**src/sem_pkg.sv**
```systemverilog
// Shared types and constants for the RGB Sobel edge-magnitude block.
`timescale 1ns / 1ps

package sem_pkg;

   // Pixel and channel geometry
   localparam int unsigned CH_W   = 8;
   localparam int unsigned NUM_CH = 3;
   localparam int unsigned PIX_W  = CH_W * NUM_CH;
   localparam int unsigned LINE_W = 2 * PIX_W;   // {upper, middle} per column
   localparam int unsigned WIN_N  = 9;

   // Gradient and magnitude arithmetic
   localparam int unsigned GRAD_W     = 11;       // |g| <= 1020
   localparam int unsigned ABS_W      = 10;
   localparam int unsigned SQ_W       = 2 * ABS_W + 1;
   localparam int unsigned ROOT_W     = 8;
   localparam int unsigned SRC_W      = 2 * ROOT_W;
   localparam int unsigned REM_W      = 10;
   localparam int unsigned ROOT_STEPS = ROOT_W;
   localparam int unsigned STEP_W     = 3;
   localparam logic [STEP_W-1:0] ROOT_LAST = STEP_W'(ROOT_STEPS - 1);
   // above 255*255+255 the rounded root is 256 or more
   localparam logic [SQ_W-1:0] SAT_LIMIT = SQ_W'(65280);
   localparam logic [ROOT_W-1:0] MAG_MAX = 8'd255;

   // Configuration registers
   localparam int unsigned WIDTH_REG_W  = 11;
   localparam int unsigned HEIGHT_REG_W = 13;
   localparam int unsigned CSR_DATA_W   = 13;
   localparam int unsigned CSR_INDEX_W  = 1;
   localparam logic [CSR_INDEX_W-1:0] REG_IMAGE_WIDTH  = 1'b0;
   localparam logic [CSR_INDEX_W-1:0] REG_IMAGE_HEIGHT = 1'b1;
   localparam logic [WIDTH_REG_W-1:0]  WIDTH_RESET  = 11'd640;
   localparam logic [HEIGHT_REG_W-1:0] HEIGHT_RESET = 13'd480;

   typedef logic [PIX_W-1:0] pix_type;           // blue, green, red (red low)
   typedef logic signed [GRAD_W-1:0] grad_type;

   typedef struct packed {
      logic            cmd;
      logic [CH_W-1:0] pixel_red;
      logic [CH_W-1:0] pixel_green;
      logic [CH_W-1:0] pixel_blue;
   } req_type;

   typedef struct packed {
      logic [CH_W-1:0] edge_red;
      logic [CH_W-1:0] edge_green;
      logic [CH_W-1:0] edge_blue;
      logic            frame_end;
   } rsp_type;

   typedef struct packed {
      logic left_ok;
      logic right_ok;
      logic top_ok;
      logic bottom_ok;
   } win_mask_type;

   typedef struct packed {
      logic shift;
      logic clear;
   } win_ctrl_type;

   typedef struct packed {
      logic load;
      logic square;
      logic step;
   } mag_ctrl_type;

endpackage

```
**src/sem_window.sv**
```systemverilog
// 3x3 window registers and the masked Sobel Gx/Gy sums for each channel.
`timescale 1ns / 1ps

module sem_window (
   input  logic                  clock,
   input  logic                  reset,
   input  sem_pkg::win_ctrl_type ctrl,
   input  sem_pkg::pix_type      top_pix,
   input  sem_pkg::pix_type      mid_pix,
   input  sem_pkg::pix_type      new_pix,
   input  sem_pkg::win_mask_type mask,
   output sem_pkg::grad_type     gx [sem_pkg::NUM_CH],
   output sem_pkg::grad_type     gy [sem_pkg::NUM_CH]
);
   import sem_pkg::*;

   // index col*3 + row, col 0 left, row 0 top
   pix_type win_ff [WIN_N];

   always_ff @(posedge clock) begin
      if (reset || ctrl.clear) begin
         for (int k = 0; k < WIN_N; k++) begin
            win_ff[k] <= '0;
         end
      end else if (ctrl.shift) begin
         for (int k = 0; k < 6; k++) begin
            win_ff[k] <= win_ff[k+3];
         end
         win_ff[6] <= top_pix;
         win_ff[7] <= mid_pix;
         win_ff[8] <= new_pix;
      end
   end

   always_comb begin
      grad_type vv [WIN_N];
      logic     col_ok [3];
      logic     row_ok [3];
      col_ok[0] = mask.left_ok;
      col_ok[1] = 1'b1;
      col_ok[2] = mask.right_ok;
      row_ok[0] = mask.top_ok;
      row_ok[1] = 1'b1;
      row_ok[2] = mask.bottom_ok;
      for (int ch = 0; ch < NUM_CH; ch++) begin
         for (int k = 0; k < WIN_N; k++) begin
            vv[k] = (col_ok[k/3] && row_ok[k%3]) ?
                    GRAD_W'(win_ff[k][CH_W*ch +: CH_W]) : '0;
         end
         gx[ch] = (vv[6] + (vv[7] <<< 1) + vv[8]) - (vv[0] + (vv[1] <<< 1) + vv[2]);
         gy[ch] = (vv[2] + (vv[5] <<< 1) + vv[8]) - (vv[0] + (vv[3] <<< 1) + vv[6]);
      end
   end

endmodule

```
**config.mk**
```make
export PLATFORM = sky130hd
export DESIGN_NAME = sem_window
export DESIGN_NICKNAME = d
export VERILOG_FILES = /design/src/sem_pkg.sv /design/src/sem_window.sv
export SDC_FILE = /design/constraint.sdc
export NUM_CORES = 1
export LEC_CHECK = 0
export ABC_AREA = 1
export BUFFER_PORTS_ARGS = -buffer_cell sky130_fd_sc_hd__buf_2
export CAP_MARGIN = 20
export CORE_ASPECT_RATIO = 1.5
export CORE_MARGIN = 8
export CORE_UTILIZATION = 62
export CTS_CLUSTER_DIAMETER = 100
export DETAILED_ROUTE_END_ITERATION = 16
export PLACE_DENSITY = 0.87
export SLEW_MARGIN = 40
export SYNTH_ARGS = -nofsm -noshare
export SYNTH_HDL_FRONTEND = slang
export SYNTH_SLANG_ARGS = --single-unit
```
**constraint.sdc**
```tcl
create_clock -name clock -period 11.55 [get_ports clock]
set_input_delay 2.31 -clock clock [delete_from_list [all_inputs] [get_ports clock]]
set_output_delay 2.31 -clock clock [all_outputs]
set_load 0.005 [all_outputs]
```
Word-level counts from Yosys, hierarchy flattened
Memory sizes are Yosys's and may differ from the RTL's.
Cells that the tools add are included.
{"block": "totals", "register_bits": 0, "ramBits": 216, "input_bits": 80, "output_inout_bits": 66, "n_memories": 1}
{"block": "classes", "add_sub_neg": 30, "n_mux": 38, "bitwise": 9, "n_reduce_logical": 5}
{"name": "win_ff", "depth": 9, "word_bits": 24, "read_ports": 9, "rd_ports_with_merged_regs": 0, "write_ports": 9, "line": "sem_window.sv:18", "text": "pix_type win_ff [WIN_N];"}
{"operator": "two-way mux 24 bit", "count": 9}
{"operator": "two-way mux 8 bit", "count": 24}
{"operator": "adder 10 x 8 -> 11 bit", "count": 12}
{"operator": "adder 8 x 9 -> 10 bit", "count": 12}
{"operator": "subtractor 11 bit", "count": 6}
{"operator": "OR 1 bit", "count": 9}
{"operator": "two-way mux 1 bit", "count": 5}
{"operator": "logical AND 1 bit", "count": 4}
{"operator": "logical OR 1 bit", "count": 1}

Longest topological paths before layout
{"block": "depth", "depth_word": 5, "ltp_mapped": 23}

Least setup slack after synthesis
No wires, ideal clock.
{"block": "synth_timing", "kind": "input -> register", "from": "input port reset", "to": "memory win_ff[0][0] (netlist name) (enable)", "setup_ns": 2.201, "arrival_time_ns": 7.096, "required_time_ns": 9.349, "setup_slack_ns": 2.253, "cell_stages": 2, "path_buffers": 0, "cell_sequence": "inv_1 -> nand3b_1"}
{"element": "start, declared", "line": "sem_window.sv:6", "text": "input logic reset,"}
{"element": "end, declared", "line": "sem_window.sv:18"}

==> flow_metrics.env <==
export IMPL_reg2reg_from="win_ff[0][146]"
export IMPL_total_power_w=0.00260
export IMPL_fin_ws_ns=2.53
export IMPL_hold_class="flop to flop"
export IMPL_hold_viol_final=0
export IMPL_dp_cells=2477
export IMPL_swShare=0.344
export IMPL_drc=0
export IMPL_ctsHoldBuffers=0
export IMPL_die_h_microns=220
export IMPL_clockBufferDepth=3
export IMPL_switching_power_w=0.000895
export IMPL_antenna_found_initial=0
export IMPL_cap_violations=0
export IMPL_synth_cells=2018
export IMPL_vdd_drop_max_uv=128
export IMPL_clock_latency_ns=0.51
export IMPL_path_max_fanout=26
export IMPL_post_cts_buffers=0
export IMPL_synth_seq_area_share=0.376
export IMPL_avgSynthCellArea_sq_um=8.56
export IMPL_p_int_w=0.00170
export IMPL_min_delay_start="win_ff[0][97]"
export IMPL_grt_use_met1=0.265
export IMPL_grt_pass1_vias=13500
export IMPL_syn_nets=2356
export IMPL_wl_microns=39500
export IMPL_r2r_end="win_ff[0][74]"
export IMPL_period_needed_ns=9.02
export IMPL_layout_drive_gt1_share=0.101
export IMPL_clkTransAtPathRegs_ns=0.07
export IMPL_max_slew_margin=0.488
export IMPL_vias=12700
export IMPL_p_comb_frac=0.378
export IMPL_area_growth_pct=9.75
export IMPL_start_util=0.624
export IMPL_grtUsageMet2=0.446
export IMPL_post_cts_resized=0
export IMPL_cts_tree="yes"
export IMPL_track_usage=0.238
export IMPL_synth_seq_cells=216
export IMPL_largest_reg_flops=216
export IMPL_stdcell_count=2513
export IMPL_rrSetupSlack_ns=10.68
export IMPL_numCtsBuffers=20
export IMPL_grt_busiest_layer="met2"
export IMPL_seqPwrFrac=0.353
export IMPL_gr_total_overflow=0
export IMPL_root_buffer="clkbuf_16"
export IMPL_first_iter_violations=1009
export IMPL_pwr_share_clk=0.269
export IMPL_grt_pass1_wl_microns=63600
export IMPL_reg_top3="win_ff: 216 flops"
export IMPL_finalSetupViolations=0
export IMPL_finalCritPeriodShare=0.781
export IMPL_ios=146
export IMPL_yosys_warnings=0
export IMPL_nets=2491
export IMPL_worstSetupStartpointType="input port"
export IMPL_die_x_microns=152
export IMPL_gr_usage_met3=0.0229
export IMPL_crit_start="mask[0]"
export IMPL_dpl_cell_area_sq_um=18300
export IMPL_leakagePower_nw=10.1
export IMPL_critPathKind="input port to output pin"
export IMPL_crit_arrival_ns=6.71
export IMPL_synth_cell_types=32
export IMPL_post_route_cell_area_sq_um=19000
export IMPL_rows=75
export IMPL_power_density_nw_per_um2=137
export IMPL_max_freq_mhz=111
export IMPL_first_pass_iters=6
export IMPL_post_place_ws_ns=2.63
export IMPL_status="completed"
export IMPL_via_per_inst=5.03
export IMPL_hpwl_microns=29500
export IMPL_tightest_slew_ns=0.768
export IMPL_skew_ns=0.00990
export IMPL_end_kind="output pin"
export IMPL_worstRegToRegCells=2
export IMPL_dieArea_sq_um=33600
export IMPL_grt_max_degree=87
export IMPL_antenna_cells=0
export IMPL_final_setup_tns_ns=0
export IMPL_critical_path_endpoint="gx[29]"
export IMPL_h_tree_depth=1
export IMPL_wl_per_cell_microns=15.7
export IMPL_cp_required_ns=9.24
export IMPL_finalWeightedCongestion=0.920
export IMPL_coreArea_sq_um=27700
export IMPL_cts_sinks=216
export IMPL_rsz0062_at_grt="no"
export IMPL_port_buffers=145
export IMPL_regMostFlops="win_ff"
export IMPL_detail_route_antenna_nets=0
export IMPL_drv_slew=0
export IMPL_synth_area_sq_um=17300
-- metrics by stage --
stage / hold WS (ns) / util
after global placement: 0.522 / 0.660
after floorplan: 0.519 / -
after detailed placement: 0.530 / 0.660
after global routing: 0.570 / 0.685
final: 0.550 / 0.685
after CTS: 0.551 / 0.684
-- per-layer routing --
layer	wire, microns	part of all wire	vias to the layer above
met1	14600	0.37	5973
li1	-	-	6057
met4	1860	0.047	0
met3	2170	0.055	109
met2	20900	0.53	511
met5	0	0	-
-- cell usage after synthesis, drive strengths merged --
master    n  area (sq um)
clkbuf    4          15.0
buf      34           204
nand3b    7          52.6
o21bai    2          15.0
xor2     13           114
nand3    47           240
or2       6          37.5
fa      160          3200
xnor2    17           149
a21oi    25           125
nor3      4          20.0
o21ai    28           159
inv     694          2610
nand2   353          1420
edfxtp  216          6490
a31oi     3          18.8
nor2    307          1170
ha       98          1230
-- power groups by stage --
stage / Combinational [W] / Clock (W) / Sequential (W)
after global placement: 0.000948 / 0 / 0.000931
final: 0.000981 / 0.000699 / 0.000917
after floorplan: 0.000655 / 0 / 0.000933
after detailed placement: 0.000978 / 0 / 0.000933
after CTS: 0.000989 / 0.000704 / 0.000916
after global routing: 0.00112 / 0.000727 / 0.000920
-- worst min-delay path by stage --
stage | to | cells after the start
final | win_ff[0][25] | 2
after global routing | win_ff[0][26] | 2
after CTS | win_ff[0][26] | 2
after detailed placement | win_ff[0][30] | 2
after global placement | win_ff[0][41] | 2
after floorplan | win_ff[0][24] | 2
-- worst max-delay path, cell delays in order --
cell and delay, ns:
buf_2 0.53, nand2_4 0.34, inv_2 0.28, nand2_1 0.19
fa_1 0.57, inv_1 0.05, fa_1 0.42, inv_1 0.10
fa_1 0.42, inv_1 0.07, ha_1 0.22, inv_1 0.10
fa_1 0.46, inv_1 0.07, nand2_1 0.04, nand2_1 0.10
nand3b_1 0.11, nand2_1 0.09, nand2_1 0.06, nand2_1 0.05
buf_2 0.10
-- cell type report --
| type | count | area, sq um |
|---|---|---|
| Fill cell | 2002 | 8730 |
| Timing Repair Buffer | 151 | 786 |
| Tap cell | 346 | 433 |
| Clock buffer | 25 | 541 |
| Clock inverter | 11 | 136 |
| Sequential cell | 216 | 6490 |
| Multi-Input combinational cell | 1070 | 7960 |
| Inverter | 694 | 2610 |
-- layout by cell type (no fill, tap or decap) --
master	instances
o21ai_1	14
clkbuf_1	4
inv_1	689
buf_6	4
fa_1	160
a21oi_1	25
nand2_4	7
a31oi_1	3
xor2_1	13
o21ai_2	5
or2_2	6
inv_4	1
nand3_1	46
nand3_4	1
inv_6	2
o21ai_0	9
nor3_1	4
buf_2	145
bufinv_16	3
clkinvlp_4	2
o21bai_1	2
nand2_8	1
clkbuf_16	21
nand3b_1	7
clkinv_1	2
edfxtp_1	216
ha_1	98
buf_4	2
nor2_1	304
nand2_1	336
xnor2_1	17
clkinv_2	3
nor2_4	3
nand2_2	9
inv_2	3
-- kinds of logic after synthesis --
group / share of synthesized area
buffers and inverters: 0.164
flip-flops: 0.376
AO/OA/AOI/OAI: 0.0184
XOR/XNOR: 0.0152
AND/OR/NAND/NOR: 0.170
adder cells (fa/ha/maj): 0.256
No activity file was read; power rests on OpenSTA's default activity.
