## src/sem_pkg.sv

```systemverilog
// Shared types and constants for the RGB Sobel edge-magnitude block.
`timescale 1ns / 1ps

package sem_pkg;

   // Pixel and channel geometry
   localparam int unsigned CH_W   = 8;
   localparam int unsigned NUM_CH = 3;
   localparam int unsigned PIX_W  = CH_W * NUM_CH;
   localparam int unsigned LINE_W = 2 * PIX_W;   // {upper, middle} per column
   localparam int unsigned WIN_N  = 9;

   // Gradient and magnitude arithmetic
   localparam int unsigned GRAD_W     = 11;       // |g| <= 1020
   localparam int unsigned ABS_W      = 10;
   localparam int unsigned SQ_W       = 2 * ABS_W + 1;
   localparam int unsigned ROOT_W     = 8;
   localparam int unsigned SRC_W      = 2 * ROOT_W;
   localparam int unsigned REM_W      = 10;
   localparam int unsigned ROOT_STEPS = ROOT_W;
   localparam int unsigned STEP_W     = 3;
   localparam logic [STEP_W-1:0] ROOT_LAST = STEP_W'(ROOT_STEPS - 1);
   // above 255*255+255 the rounded root is 256 or more
   localparam logic [SQ_W-1:0] SAT_LIMIT = SQ_W'(65280);
   localparam logic [ROOT_W-1:0] MAG_MAX = 8'd255;

   // Configuration registers
   localparam int unsigned WIDTH_REG_W  = 11;
   localparam int unsigned HEIGHT_REG_W = 13;
   localparam int unsigned CSR_DATA_W   = 13;
   localparam int unsigned CSR_INDEX_W  = 1;
   localparam logic [CSR_INDEX_W-1:0] REG_IMAGE_WIDTH  = 1'b0;
   localparam logic [CSR_INDEX_W-1:0] REG_IMAGE_HEIGHT = 1'b1;
   localparam logic [WIDTH_REG_W-1:0]  WIDTH_RESET  = 11'd640;
   localparam logic [HEIGHT_REG_W-1:0] HEIGHT_RESET = 13'd480;

   typedef logic [PIX_W-1:0] pix_type;           // blue, green, red (red low)
   typedef logic signed [GRAD_W-1:0] grad_type;

   typedef struct packed {
      logic            cmd;
      logic [CH_W-1:0] pixel_red;
      logic [CH_W-1:0] pixel_green;
      logic [CH_W-1:0] pixel_blue;
   } req_type;

   typedef struct packed {
      logic [CH_W-1:0] edge_red;
      logic [CH_W-1:0] edge_green;
      logic [CH_W-1:0] edge_blue;
      logic            frame_end;
   } rsp_type;

   typedef struct packed {
      logic left_ok;
      logic right_ok;
      logic top_ok;
      logic bottom_ok;
   } win_mask_type;

   typedef struct packed {
      logic shift;
      logic clear;
   } win_ctrl_type;

   typedef struct packed {
      logic load;
      logic square;
      logic step;
   } mag_ctrl_type;

endpackage

```

## src/sem_mag.sv

```systemverilog
// Gradient magnitude lane: abs, sum of squares, bit-serial rounded root, clamp.
`timescale 1ns / 1ps

module sem_mag (
   input  logic                      clock,
   input  sem_pkg::mag_ctrl_type     ctrl,
   input  sem_pkg::grad_type         gx,
   input  sem_pkg::grad_type         gy,
   output logic [sem_pkg::ROOT_W-1:0] mag
);
   import sem_pkg::*;

   logic [ABS_W-1:0]   ax_ff, ay_ff, ax_in, ay_in;
   logic [2*ABS_W-1:0] px, py;
   logic [SQ_W-1:0]    sq_in;
   logic               sat_ff;
   logic [SRC_W-1:0]   src_ff;
   logic [REM_W-1:0]   rem_ff;
   logic [ROOT_W-1:0]  root_ff;
   logic [REM_W+1:0]   rem_t, trial;
   logic               fits;

   assign ax_in = gx[GRAD_W-1] ? ABS_W'(-gx) : ABS_W'(gx);
   assign ay_in = gy[GRAD_W-1] ? ABS_W'(-gy) : ABS_W'(gy);
   assign px    = ax_ff * ax_ff;
   assign py    = ay_ff * ay_ff;
   assign sq_in = SQ_W'(px) + SQ_W'(py);

   // one result bit per step: bring down two bits, try (root << 2) | 1
   assign rem_t = {rem_ff, src_ff[SRC_W-1 -: 2]};
   assign trial = (REM_W+2)'({root_ff, 2'b01});
   assign fits  = rem_t >= trial;

   always_ff @(posedge clock) begin
      if (ctrl.load) begin
         ax_ff <= ax_in;
         ay_ff <= ay_in;
      end
      if (ctrl.square) begin
         sat_ff  <= sq_in > SAT_LIMIT;
         src_ff  <= sq_in[SRC_W-1:0];
         rem_ff  <= '0;
         root_ff <= '0;
      end else if (ctrl.step) begin
         src_ff  <= {src_ff[SRC_W-3:0], 2'b00};
         rem_ff  <= fits ? REM_W'(rem_t - trial) : rem_t[REM_W-1:0];
         root_ff <= {root_ff[ROOT_W-2:0], fits};
      end
   end

   // remainder above root means s > r*r + r, so round up
   always_comb begin
      if (sat_ff) begin
         mag = MAG_MAX;
      end else if (rem_ff > REM_W'(root_ff)) begin
         mag = root_ff + 1'b1;
      end else begin
         mag = root_ff;
      end
   end

endmodule

```

## config.mk

```make
export PLATFORM = sky130hd
export DESIGN_NAME = sem_mag
export DESIGN_NICKNAME = d
export VERILOG_FILES = /design/src/sem_pkg.sv /design/src/sem_mag.sv
export SDC_FILE = /design/constraint.sdc
export NUM_CORES = 1
export LEC_CHECK = 0
export BUFFER_PORTS_ARGS = -buffer_cell sky130_fd_sc_hd__buf_2
export CORE_MARGIN = 1
export CORE_UTILIZATION = 49
export CTS_BUF_LIST = sky130_fd_sc_hd__clkbuf_4
export CTS_CLUSTER_DIAMETER = 120
export DETAILED_ROUTE_END_ITERATION = 7
export PLACE_DENSITY = 0.65
export SETUP_SLACK_MARGIN = 0.15
export SLEW_MARGIN = 30
export SYNTH_ARGS = -nofsm -noshare
export SYNTH_HDL_FRONTEND = slang
export SYNTH_SLANG_ARGS = --single-unit
```

## constraint.sdc

```tcl
create_clock -name clock -period 12.1 [get_ports clock]
set_input_delay 2.42 -clock clock [delete_from_list [all_inputs] [get_ports clock]]
set_output_delay 2.42 -clock clock [all_outputs]
set_load 0.02 [all_outputs]
```

; Word level (Yosys, flattened, before mapping)
; Index checks and enable logic that the tools add are counted.
[op_classes]
add_sub_neg = 5
multipliers = 2
order_cmp = 3
n_mux = 7
reduce_logical = 1
[op_table]
columns = operator, count
row1 = multiplier 10 x 10 -> 20 bit, 2
row2 = 2-to-1 mux 16 bit, 2
row3 = 2-to-1 mux 10 bit, 3
row4 = adder 20 x 20 -> 21 bit, 1
row5 = > comparator 21 x 16 -> 1 bit (second input constant), 1
row6 = negation 10 bit, 2
row7 = 2-to-1 mux 8 bit, 2
row8 = >= comparator 12 x 10 -> 1 bit, 1
row9 = > comparator 10 x 8 -> 1 bit, 1
row10 = subtractor 10 bit, 1
row11 = adder 8 x 1 -> 8 bit (second input constant), 1
row12 = nonzero test 2 bit, 1
[totals]
ff_bits = 55
out_inout_bits = 8
elab_cells = 24

; Longest topological paths before layout
[logic_depth]
depth_word = 3
ltp_mapped = 24

; Least setup slack after synthesis
; Ideal clock, no wire load.
[synth_path]
path_type = reg-to-reg
startpoint = register ax_ff[2]
endpoint = register sat_ff (data pin)
setup_ns = 0.272
arrival_ns = 6.502
required_time_ns = 11.828
setup_slack_ns = 5.326
path_stages_with_launch = 24
n_path_buf = 1
path_cell_list = edfxtp_1 clkbuf_1 nand2_1 fa_1 inv_1 fa_1 inv_1 fa_1 inv_1 fa_1 fa_1 fa_1 inv_1 fa_1 inv_1 ha_1 o21a_1 nor2_1 nor2_1 a221o_1 a2111oi_4 o21a_1 o21ai_1 or4_1
[synth_via]
elab_chain_len = 3
[synth_rtl]
columns = element, line
row1 = start: declaration, sem_mag.sv:13  ; logic [ABS_W-1:0] ax_ff, ay_ff, ax_in, ay_in;
row2 = start signal: assignment, sem_mag.sv:36  ; ax_ff <= ax_in;
row3 = multiplier 10 x 10 -> 20 bit, sem_mag.sv:25  ; assign px = ax_ff * ax_ff;
row4 = adder 20 x 20 -> 21 bit, sem_mag.sv:27  ; assign sq_in = SQ_W'(px) + SQ_W'(py);
row5 = > comparator 21 x 16 -> 1 bit, sem_mag.sv:40  ; sat_ff <= sq_in > SAT_LIMIT;
row6 = end signal: assignment, sem_mag.sv:40
row7 = end: declaration, sem_mag.sv:16  ; logic sat_ff;
; No other way between the ends.
; A chain may end at the register's enable or synchronous reset.

; Worst setup path after layout
[layout_path]
startpoint = register ay_ff[1]
endpoint = register sat_ff (data pin)
[layout_via]
elab_chain_len = 3
[layout_rtl]
columns = element, line
row1 = start: declaration, sem_mag.sv:13
row2 = start signal: assignment, sem_mag.sv:37  ; ay_ff <= ay_in;
row3 = multiplier 10 x 10 -> 20 bit, sem_mag.sv:26  ; assign py = ay_ff * ay_ff;
row4 = adder 20 x 20 -> 21 bit, sem_mag.sv:27
row5 = > comparator 21 x 16 -> 1 bit, sem_mag.sv:40
; No other way between the ends.

==> metrics.cfg <==
[setup_path]
r2r_end = sat_ff
critPathLaunchType = flop
rr_worst_depth = 22
critPathMaxFanout = 13
worstPathRequired_ns = 12.29
arrival_ns = 7.21
crit-reg2reg-launch = ay_ff[1]
endpoint_kind = flop
path_class = reg2reg
r2r_slack_ns = 5.08

[hold_path]
holdPathStages = 2
hp-start = rem_ff[8]
holdPathEnd = rem_ff[8]
hold_path_class = reg2reg

[routing]
viasPerCell = 5.04
drc = 0
ant_nets = 0
num_vias = 5892
post_drt_wl_per_cell_um = 14.5
first_pass_iters = 4
drt-initial-drc-count = 209
wirelength_mm = 17.0

[logic_synthesis]
synthFlopType = edfxtp_1
yosysUniqueCellTypes = 52
synth_cells = 927
ys_async_sr_fraction = 0
ys_warn_count = 0
ys_seq_elements = 55
synth_edf_count = 37
syn_nets = 1185
synth-seq-area-share = 0.167
syn_area_mm2 = 0.00879
syn_area_per_cell_um2 = 9.48

[sta]
tns_ns = 0
fmax_mhz = 142
drv_slew = 0
worst_pin_slew_ns = 0.793
relSlewSlack = 0.471
rsz0062_at_grt = false
fin_crit_sh = 0.580
hold_viol = 0
min_period_ns = 7.02
setup_violations = 0
skew_ns = 0.0117

[floorplan]
die_h_um = 136
ioPinCount = 34
core-area_mm2 = 0.0174
die_w_um = 136
start_util = 0.505
rows = 48
dieArea_mm2 = 0.0185

[clocking]
cts_buffers = 5
root_buffer = clkbuf_4
clock_sinks = 55
cts_tree = yes
ctsResizeCount = 0
htree_levels = 2
clk_pin_slew_ns = 0.18
hold_buffers = 0
cts_post_setup_buffers_inserted = 0
clk_latency_ns = 0.42
cts_max_path_buffers = 2

[place]
dp_hpwl_mm = 14.5
place_congestion = 0.850
io_buffers = 33

[job]
cap_violations = 0

[global_routing]
grt_max_degree = 40
grt_pass1_wl_mm = 29.4
antenna_found_initial = 1
grt_pass1_vias = 6220
grt.total_usage = 0.204
overflow = 0

[cells_and_area]
final_cell_mix = inv_1, fa_1, ha_1, nand2_1
syn_to_final_growth_pct = 4.77
finalNetCount = 1201
drive_gt1_frac = 0.0625
fill_cells = 1646
layout_commonest_cell = inv_1

[run_status]
status = finished, final reports clean

cell usage after synthesis (10+ instances only):
| cell | number | area share |
|---|---|---|
| a21o_1 | 13 | 0.011 |
| a21oi_1 | 22 | 0.013 |
| and2_1 | 46 | 0.033 |
| clkbuf_1 | 24 | 0.010 |
| dfxtp_1 | 18 | 0.041 |
| edfxtp_1 | 37 | 0.13 |
| fa_1 | 130 | 0.30 |
| ha_1 | 102 | 0.15 |
| inv_1 | 212 | 0.091 |
| mux2_2 | 10 | 0.013 |
| mux2i_1 | 15 | 0.017 |
| nand2_1 | 70 | 0.030 |
| nand2b_1 | 14 | 0.010 |
| nor2_1 | 41 | 0.018 |
| nor3_1 | 10 | 0.0057 |
| o21ai_0 | 19 | 0.011 |
| xnor2_1 | 46 | 0.046 |
worst max-delay path: stages, from the launching register on:
cell	delay, ns
edfxtp_1	0.58
nand2_1	0.19
inv_1	0.07
fa_1	0.49
inv_1	0.05
fa_1	0.51
inv_1	0.05
ha_1	0.31
fa_1	0.51
fa_1	0.52
fa_1	0.54
inv_1	0.05
fa_1	0.49
inv_1	0.04
ha_1	0.35
a21o_1	0.22
a22oi_2	0.23
nand3b_1	0.12
a221o_1	0.36
a2111oi_4	0.38
o21a_1	0.15
o21ai_1	0.05
or4_1	0.51
metrics by stage:
| step | instance area (µm²) | std cells | setup WS [ns] | hold slack [ns] | util |
|---|---|---|---|---|---|
| floorplan | 8790 | 927 | 5.33 | 0.470 | - |
| global route | 9210 | 1170 | 4.73 | 0.538 | 0.529 |
| global placement | 9150 | 1161 | 5.18 | 0.485 | 0.525 |
| CTS | 9210 | 1169 | 5.05 | 0.514 | 0.529 |
| finish | 9210 | 1170 | 5.08 | 0.514 | 0.529 |
| detailed placement | 9150 | 1161 | 5.05 | 0.489 | 0.525 |
area by class of cell:
cell class,instances,area (µm²),share of cell area
Inverter,212,796,0.0864
Clock inverter,3,20.0,0.00217
Timing Repair Buffer,34,173,0.0188
Antenna cell,1,2.50,0.000272
Clock buffer,5,37.5,0.00408
Tap cell,225,282,0.0306
Sequential cell,55,1470,0.160
Multi-Input combinational cell,635,6430,0.698
how the worst max path moves through the flow:
stage                        start  endpoint
final                     ay_ff[1]    sat_ff
after global placement    ax_ff[2]    sat_ff
after CTS                 ax_ff[2]    sat_ff
after global routing      ax_ff[2]    sat_ff
after floorplan           ax_ff[2]    sat_ff
after detailed placement  ay_ff[1]    sat_ff
kinds of logic (layout without fill, tap and decap cells):
| group | count (synthesis) | count (layout) | share of synthesized area |
|---|---|---|---|
| DFF | 55 | 55 | 0.167 |
| and+or+nand+nor | 224 | 224 | 0.128 |
| adders and majority gates | 232 | 232 | 0.441 |
| buffers and inverters | 237 | 254 | 0.101 |
| other | 0 | 1 | 0 |
| xor gates and xnor gates | 53 | 53 | 0.0528 |
| AOI/OAI and AO/OA | 101 | 101 | 0.0789 |
| muxes | 25 | 25 | 0.0299 |
per-layer routing:
| layer | wire length [µm] | track usage | vias to the layer above |
|---|---|---|---|
| li1 | - | - | 2953 |
| met1 | 8410 | 0.282 | 2862 |
| met2 | 7930 | 0.347 | 70 |
| met3 | 488 | 0.0235 | 7 |
| met4 | 136 | 0.0395 | 0 |
| met5 | 0 | 0 | - |
state kept, by name (all words and copies together), names as in the netlist:
signal	flops
src_ff	16
ax_ff	10
ay_ff	10
rem_ff	10
root_ff	8
sat_ff	1
Power is left out: the tool's default activity adds up to more than one toggle a clock period on the data nets, which glitch-free logic cannot reach.
